==> src/rtl/lpfh_pkg.sv <==
// package for the length-prefixed frame header parser
// frame kind codes, type byte codes, header offsets and the result record
// no dependencies
package lpfh_pkg;

  typedef enum logic [2:0] {
    KIND_DIRECT  = 3'd0,
    KIND_REMOTE  = 3'd1,
    KIND_TARGET  = 3'd2,
    KIND_BCAST   = 3'd3,
    KIND_UNKNOWN = 3'd4,
    KIND_SHORT   = 3'd5
  } frame_kind_e;

  localparam int unsigned PosW = 17;

  localparam logic [7:0] TYPE_DIRECT = 8'h00;
  localparam logic [7:0] TYPE_REMOTE = 8'h01;
  localparam logic [7:0] TYPE_TARGET = 8'h80;
  localparam logic [7:0] TYPE_BCAST  = 8'h81;

  localparam logic [7:0] ADDR_KIND_IPV4 = 8'd1;
  localparam logic [7:0] ADDR_KIND_IPV6 = 8'd2;

  // frame offsets, counted from the first length byte
  localparam logic [PosW-1:0] POS_LEN_HI     = 17'd0;
  localparam logic [PosW-1:0] POS_LEN_LO     = 17'd1;
  localparam logic [PosW-1:0] POS_TYPE       = 17'd2;
  localparam logic [PosW-1:0] POS_STAMP_FIRST = 17'd4;
  localparam logic [PosW-1:0] POS_STAMP_LAST = 17'd11;
  localparam logic [PosW-1:0] POS_MAC_FIRST  = 17'd12;
  localparam logic [PosW-1:0] POS_MAC_LAST   = 17'd17;
  localparam logic [PosW-1:0] POS_PORT_FIRST = 17'd18;
  localparam logic [PosW-1:0] POS_PORT_LAST  = 17'd19;
  localparam logic [PosW-1:0] POS_ADDR_KIND  = 17'd20;
  localparam logic [PosW-1:0] POS_IPV4_FIRST = 17'd21;
  localparam logic [PosW-1:0] POS_IPV4_LAST  = 17'd24;

  // minimum body lengths per kind
  localparam logic [15:0] LEN_MIN_DIRECT = 16'd18;
  localparam logic [15:0] LEN_MIN_REMOTE = 16'd19;
  localparam logic [15:0] LEN_MIN_IPV4   = 16'd23;
  localparam logic [15:0] LEN_MIN_IPV6   = 16'd35;

  typedef struct packed {
    logic [31:0] ipv4_address;
    logic [7:0]  address_kind;
    logic [15:0] node_port;
    logic [47:0] node_mac;
    logic [63:0] announce_stamp;
    logic [15:0] body_length;
    logic [7:0]  frame_byte;
  } out_data_t;

  typedef struct packed {
    out_data_t   data;
    frame_kind_e kind;
    logic        last;
  } result_t;

endpackage

==> src/rtl/length_prefixed_frame_header_parser.sv <==
// length-prefixed frame header parser, top level
// deframes a byte stream with 16-bit big-endian length prefixes
// depends on lpfh_pkg
//
// usage:
//   s_axis carries one link byte per transaction in tdata[7:0].
//   m_axis returns one transaction per input byte: the byte itself, tlast on
//   the final byte of each frame (length prefix counted), the frame kind on
//   tuser, and the header fields captured at fixed offsets in tdata.
//   kind and header fields other than body_length are zero except on the final byte of a frame.
// throughput:
//   one byte per cycle while m_axis_tready_i is high; results are registered.
//   the parse state and the result for a byte are formed in the same cycle
//   from the frame position counter.
// reset:
//   rst_ni clears the position counter and captures, so the next byte is
//   taken as the first length byte; both output stages are emptied.
// stall:
//   an output register plus one skid entry hold results while m_axis_tready_i
//   is low; s_axis_tready_o drops only once the skid entry is full.
module length_prefixed_frame_header_parser (
  input  logic         clk_i,
  input  logic         rst_ni,
  input  logic         s_axis_tvalid_i,
  output logic         s_axis_tready_o,
  input  logic [7:0]   s_axis_tdata_i,   // [7:0] data_byte
  output logic         m_axis_tvalid_o,
  input  logic         m_axis_tready_i,
  // [7:0] frame_byte, [23:8] body_length, [87:24] announce_stamp,
  // [135:88] node_mac, [151:136] node_port, [159:152] address_kind,
  // [191:160] ipv4_address
  output logic [191:0] m_axis_tdata_o,
  output logic         m_axis_tlast_o,
  output logic [2:0]   m_axis_tuser_o    // [2:0] frame_kind
);

  logic [lpfh_pkg::PosW-1:0] pos_q, pos_d;
  logic [15:0] len_q, len_d;
  logic [7:0]  type_q, type_d;
  logic [63:0] stamp_q, stamp_d;
  logic [47:0] mac_q, mac_d;
  logic [15:0] port_q, port_d;
  logic [7:0]  kind_q, kind_d;
  logic [31:0] ipv4_q, ipv4_d;

  logic        in_fire, out_fire, last;
  logic [7:0]  b;
  lpfh_pkg::frame_kind_e fkind;
  lpfh_pkg::result_t     res;

  logic                out_valid_q, out_valid_d;
  logic                skid_valid_q, skid_valid_d;
  lpfh_pkg::result_t   out_q, out_d;
  lpfh_pkg::result_t   skid_q, skid_d;

  assign b        = s_axis_tdata_i;
  assign in_fire  = s_axis_tvalid_i && s_axis_tready_o;
  assign out_fire = out_valid_q && m_axis_tready_i;

  // header capture
  always_comb begin
    len_d   = len_q;
    type_d  = type_q;
    stamp_d = stamp_q;
    mac_d   = mac_q;
    port_d  = port_q;
    kind_d  = kind_q;
    ipv4_d  = ipv4_q;
    if (pos_q == lpfh_pkg::POS_LEN_HI) begin
      len_d   = {b, 8'h00};
      type_d  = '0;
      stamp_d = '0;
      mac_d   = '0;
      port_d  = '0;
      kind_d  = '0;
      ipv4_d  = '0;
    end else if (pos_q == lpfh_pkg::POS_LEN_LO) begin
      len_d = {len_q[15:8], b};
    end else if (pos_q == lpfh_pkg::POS_TYPE) begin
      type_d = b;
    end else if (pos_q >= lpfh_pkg::POS_STAMP_FIRST && pos_q <= lpfh_pkg::POS_STAMP_LAST) begin
      stamp_d = {stamp_q[55:0], b};
    end else if (pos_q >= lpfh_pkg::POS_MAC_FIRST && pos_q <= lpfh_pkg::POS_MAC_LAST) begin
      mac_d = {mac_q[39:0], b};
    end else if (pos_q >= lpfh_pkg::POS_PORT_FIRST && pos_q <= lpfh_pkg::POS_PORT_LAST) begin
      port_d = {port_q[7:0], b};
    end else if (pos_q == lpfh_pkg::POS_ADDR_KIND) begin
      kind_d = b;
    end else if (pos_q >= lpfh_pkg::POS_IPV4_FIRST && pos_q <= lpfh_pkg::POS_IPV4_LAST) begin
      ipv4_d = {ipv4_q[23:0], b};
    end
  end

  assign last  = (pos_q != lpfh_pkg::POS_LEN_HI) &&
                 (pos_q == ({1'b0, len_d} + 17'd1));
  assign pos_d = last ? '0 : pos_q + 17'd1;

  // frame classification
  always_comb begin
    case (type_d)
      lpfh_pkg::TYPE_DIRECT: begin
        fkind = (len_d >= lpfh_pkg::LEN_MIN_DIRECT) ? lpfh_pkg::KIND_DIRECT
                                                    : lpfh_pkg::KIND_SHORT;
      end
      lpfh_pkg::TYPE_REMOTE: begin
        if (len_d < lpfh_pkg::LEN_MIN_REMOTE) begin
          fkind = lpfh_pkg::KIND_SHORT;
        end else if (kind_d == lpfh_pkg::ADDR_KIND_IPV4 && len_d < lpfh_pkg::LEN_MIN_IPV4) begin
          fkind = lpfh_pkg::KIND_SHORT;
        end else if (kind_d == lpfh_pkg::ADDR_KIND_IPV6 && len_d < lpfh_pkg::LEN_MIN_IPV6) begin
          fkind = lpfh_pkg::KIND_SHORT;
        end else begin
          fkind = lpfh_pkg::KIND_REMOTE;
        end
      end
      lpfh_pkg::TYPE_TARGET: fkind = lpfh_pkg::KIND_TARGET;
      lpfh_pkg::TYPE_BCAST:  fkind = lpfh_pkg::KIND_BCAST;
      default:               fkind = lpfh_pkg::KIND_UNKNOWN;
    endcase
    if (len_d == 16'd0) begin
      fkind = lpfh_pkg::KIND_SHORT;
    end
  end

  // result record
  always_comb begin
    res                 = '0;
    res.data.frame_byte = b;
    res.last            = last;
    res.data.body_length = (pos_q == lpfh_pkg::POS_LEN_HI) ? 16'd0 : len_d;
    if (last) begin
      res.kind = fkind;
      if (fkind == lpfh_pkg::KIND_DIRECT || fkind == lpfh_pkg::KIND_REMOTE) begin
        res.data.announce_stamp = stamp_d;
        res.data.node_mac       = mac_d;
        res.data.node_port      = port_d;
      end
      if (fkind == lpfh_pkg::KIND_REMOTE) begin
        res.data.address_kind = kind_d;
        if (kind_d == lpfh_pkg::ADDR_KIND_IPV4) begin
          res.data.ipv4_address = ipv4_d;
        end
      end
    end
  end

  always_ff @(posedge clk_i or negedge rst_ni) begin
    if (!rst_ni) begin
      pos_q   <= '0;
      len_q   <= '0;
      type_q  <= '0;
      stamp_q <= '0;
      mac_q   <= '0;
      port_q  <= '0;
      kind_q  <= '0;
      ipv4_q  <= '0;
    end else if (in_fire) begin
      pos_q   <= pos_d;
      len_q   <= len_d;
      type_q  <= type_d;
      stamp_q <= stamp_d;
      mac_q   <= mac_d;
      port_q  <= port_d;
      kind_q  <= kind_d;
      ipv4_q  <= ipv4_d;
    end
  end

  // output register with skid entry
  always_comb begin
    out_valid_d  = out_valid_q;
    skid_valid_d = skid_valid_q;
    out_d        = out_q;
    skid_d       = skid_q;
    if (out_fire || !out_valid_q) begin
      out_valid_d  = skid_valid_q || in_fire;
      out_d        = skid_valid_q ? skid_q : res;
      skid_valid_d = 1'b0;
    end else if (in_fire) begin
      skid_valid_d = 1'b1;
      skid_d       = res;
    end
  end

  always_ff @(posedge clk_i or negedge rst_ni) begin
    if (!rst_ni) begin
      out_valid_q  <= 1'b0;
      skid_valid_q <= 1'b0;
    end else begin
      out_valid_q  <= out_valid_d;
      skid_valid_q <= skid_valid_d;
    end
  end

  always_ff @(posedge clk_i) begin
    out_q  <= out_d;
    skid_q <= skid_d;
  end

  assign s_axis_tready_o = !skid_valid_q;
  assign m_axis_tvalid_o = out_valid_q;
  assign m_axis_tdata_o  = out_q.data;
  assign m_axis_tlast_o  = out_q.last;
  assign m_axis_tuser_o  = out_q.kind;

endmodule

==> config.mk <==
export PLATFORM = sky130hd
export DESIGN_NAME = length_prefixed_frame_header_parser
export DESIGN_NICKNAME = d
export VERILOG_FILES = /design/src/rtl/lpfh_pkg.sv /design/src/rtl/length_prefixed_frame_header_parser.sv
export SDC_FILE = /design/constraint.sdc
export NUM_CORES = 1
export LEC_CHECK = 0
export BUFFER_PORTS_ARGS = -buffer_cell sky130_fd_sc_hd__buf_2
export CORE_ASPECT_RATIO = 1.1
export CORE_UTILIZATION = 50
export CTS_CLUSTER_SIZE = 20
export DETAILED_ROUTE_END_ITERATION = 16
export PLACE_DENSITY = 0.68
export SLEW_MARGIN = 20
export SYNTH_ARGS = -nofsm -noshare
export SYNTH_HDL_FRONTEND = slang
export SYNTH_SLANG_ARGS = --single-unit
==> constraint.sdc <==
create_clock -name clk_i -period 40.1 [get_ports clk_i]
set_input_delay 2.005 -clock clk_i [delete_from_list [all_inputs] [get_ports clk_i]]
set_output_delay 2.005 -clock clk_i [all_outputs]
set_load 0.01 [all_outputs]
==> flow_metrics.py <==
metrics = {
    "outcome": {
        "status": "finished clean",
    },
    "setup_path": {
        "path_cells": "nor4_2 -> and4_1 -> nand2_1 -> nand2b_1 -> inv_1 -> ha_1 -> o21ai_1 -> xnor2_1 -> a31oi_1 -> nor4_1 -> nand3_4 -> buf_4 -> buf_4 -> o41ai_1",
        "path_class": "reg -> reg",
        "crit_cells": 14,
        "cp-end-kind": "flip-flop",
        "cp_common_cell": "buf_4",
        "required_ps": 40500,
        "cp-endpoint": "m_axis_tdata_o[130]",
        "r2r-start": "pos_q[13]",
        "cpPeakStageDelay_ps": 790,
        "ff2ff_setup_slack_ps": 32930,
        "worstPathMaxFanout": 72,
        "critPathSlowestCell": "nand2_1",
        "startpoint": "pos_q[13]",
        "r2r_cells": 14,
        "critical_path_arrival_ps": 7580,
        "worst-path-buf-inv": 3,
        "startpoint_type": "flip-flop",
        "reg2reg_to": "m_axis_tdata_o[130]",
        "critPathTopFamily": "simple AND/OR/NAND/NOR gates",
    },
    "detailed_routing": {
        "antenna_left": 0,
        "drt_iter0_drc": 1438,
        "vias": 18500,
        "avgRoutedWirePerCell_um": 21.8,
        "drt-vias-per-instance": 5.93,
        "drc": 0,
        "dr.pass1.iters": 6,
        "drt-total-wl_um": 68000,
    },
    "placement": {
        "post-place-ws_ps": 33010,
        "dp_hpwl_um": 41700,
        "gp_congestion": 0.868,
        "port_buffers": 209,
    },
    "floorplan": {
        "die-area_um2": 56100,
        "start_util": 0.511,
        "fp-row-count": 89,
        "io_pins": 210,
        "core_um2": 54000,
        "die_h_um": 248,
        "die_x_um": 226,
    },
    "global_route": {
        "grt_pass1_wl_um": 106000,
        "overflow": 0,
        "grt_max_degree": 199,
        "antenna_found_initial": 0,
        "grt_pass1_vias": 17900,
        "grt_usage": 0.244,
    },
    "cts": {
        "clk_pin_slew_ps": 60,
        "cts_setup_buffers": 0,
        "ctsHoldBuffers": 0,
        "h-tree-depth": 2,
        "cts-root-buf": "clkbuf_16",
        "numCtsBuffers": 59,
        "cts_max_path_buffers": 3,
        "worstSkewPairLatency_ps": 610,
        "cts_tree": "yes",
        "cts_sinks": 603,
        "cts_resized": 0,
    },
    "power": {
        "ir_drop_mv": 0.0349,
        "power.total_mw": 1.94,
        "p_leak_nw": 11.8,
        "p_per_area_nw_per_um2": 62.2,
    },
    "final_layout": {
        "num_antenna_cells": 0,
        "drive_gt1_frac": 0.222,
        "syn2layout_area_growth_pct": 13.1,
        "fin_nets": 2362,
    },
    "sta": {
        "tightest_slew_ps": 1090,
        "max-slew-margin-rel": 0.275,
        "rsz0062_at_grt": "false",
        "tns_ps": 0,
        "max_freq_mhz": 139,
        "finalMaxSlewViolations": 0,
        "finClkSkew_ps": 17.1,
        "setup_slack_ps": 32930,
        "period_needed_ps": 7170,
        "setup_violations": 0,
        "hold_viol_final": 0,
        "fin_crit_sh": 0.179,
    },
    "synthesis": {
        "netlist_area_um2": 27600,
        "avgSynthCellArea_um2": 12.4,
        "synth_ff_type": "edfxtp_1",
        "ys_seq_area_frac": 0.618,
        "netlist_instances": 2232,
        "synthArstFlopShare": 0.350,
        "syn_nets": 2251,
        "yosysTopAreaCellShare": 0.427,
        "synth_edf_count": 392,
        "synth_area_leaders": "edfxtp_1 (43%), dfrtp_1 (19%), mux2i_1 (6.4%), a22o_1 (4.3%), nand2_1 (3.7%)",
        "yosys.area.top_type": "edfxtp_1",
        "yosys_warnings": 0,
        "synth-seq-cells": 603,
        "yosysUniqueCellTypes": 65,
    },
    "min_path": {
        "hold_class": "reg -> reg",
    },
    "run": {
        "maxCapViolations": 0,
    },
}
==> power by group <==
part / switching, mW / internal (mW) / total, mW
Sequential: 0.0807 / 0.748 / 0.829
Clock: 0.233 / 0.339 / 0.572
Combinational: 0.349 / 0.188 / 0.537
==> synth_stat cells, types with 5 or more instances <==
cell / n
edfxtp_1: 392
nand2_1: 269
dfrtp_1: 211
mux2i_1: 176
clkbuf_1: 165
nor2_1: 165
a22o_1: 135
or2_2: 99
o31ai_1: 72
o21ai_0: 64
o41ai_1: 64
nor3_1: 61
mux2_2: 39
xnor2_1: 26
o31ai_2: 18
inv_1: 17
nand3_1: 16
nand4_1: 16
o21a_1: 15
and2_1: 13
or3_1: 13
a21oi_1: 12
xor2_1: 12
buf_1: 11
nor4_1: 10
o31ai_4: 10
a32o_1: 9
buf_2: 9
nand4b_1: 9
buf_6: 8
a211oi_1: 7
ha_1: 7
nand2b_1: 7
o21ai_1: 7
a31oi_1: 6
and3_1: 6
a22oi_1: 5
nor2b_1: 5
nor3b_1: 5
==> area by class of cell <==
type                    instances  area (um^2)
fillers                      4411        22800
flip-flops and latches        603        17100
multi-input cells            1415         9730
clock buffers                  83         1730
repair buffers                245         1390
well taps                     728          911
clock inverters                27          289
inverters                      19         71.3
==> cell families after synthesis <==
kind of cell | after synthesis | synth area share
compound gates | 445 | 0.132
fa+ha+maj | 7 | 0.00318
xor+xnor | 38 | 0.0121
simple gates | 709 | 0.121
flops | 603 | 0.618
mux | 216 | 0.0804
buf+inv | 214 | 0.0323
==> how the worst min path moves through the flow <==
stage	startpoint	end	slack, ps	cells past startpoint
finish	mac_q[47]	mac_q[47]	500	1
global route	skid_q[152]	m_axis_tdata_o[148]	520	2
CTS	stamp_q[56]	stamp_q[56]	510	1
detailed placement	type_q[4]	type_q[4]	490	1
global placement	type_q[2]	type_q[2]	480	1
floorplan	type_q[2]	type_q[2]	460	1
==> cell usage in the layout, fill, tap and decap left out, types with 18 or more instances in the layout <==
cell type,instances
nor3_1,57
a22o_1,135
o41ai_1,64
mux2i_1,176
clkbuf_16,63
dfrtp_1,210
buf_2,208
edfxtp_1,392
o31ai_2,18
xnor2_1,26
o21ai_0,63
nor2_1,164
nand2_1,268
or2_2,99
o31ai_1,72
buf_4,32
mux2_2,39
==> metrics by stage <==
| step | area, um^2 | hold WS (ps) | cells | utilization |
|---|---|---|---|---|
| after CTS | 31100 | 509 | 3118 | 0.576 |
| after global routing | 31200 | 515 | 3120 | 0.577 |
| after floorplan | 27600 | 464 | 2232 | - |
| final | 31200 | 505 | 3120 | 0.577 |
| after global placement | 29100 | 480 | 3008 | 0.539 |
| after detailed placement | 29100 | 490 | 3008 | 0.539 |
==> layer usage <==
metal	track usage	routed length (um)	up-vias
met5	0	0	-
met4	0.0776	1890	0
met3	0.0380	3760	115
met2	0.398	32800	568
met1	0.336	29600	9309
li1	-	-	8511
==> state kept, by name, summed over array words and instances, names as in the netlist <==
register / flops
pos_q: 17
m_axis_tvalid_o: 1
type_q: 8
m_axis_tuser_o: 3
port_q: 16
m_axis_tdata_o: 192
stamp_q: 64
skid_q: 196
len_q: 16
skid_valid_q: 1
kind_q: 8
ipv4_q: 32
m_axis_tlast_o: 1
mac_q: 48
==> worst register-to-register path, delay by kind of cell (launching register included) <==
| kind | cells | cell delay [ps] |
|---|---|---|
| compound gates | 3 | 930 |
| xor+xnor | 1 | 180 |
| fa+ha+maj | 1 | 320 |
| buf+inv | 3 | 1230 |
| flops | 1 | 470 |
| simple gates | 6 | 3840 |
No activity file was read; power rests on OpenSTA's default activity.
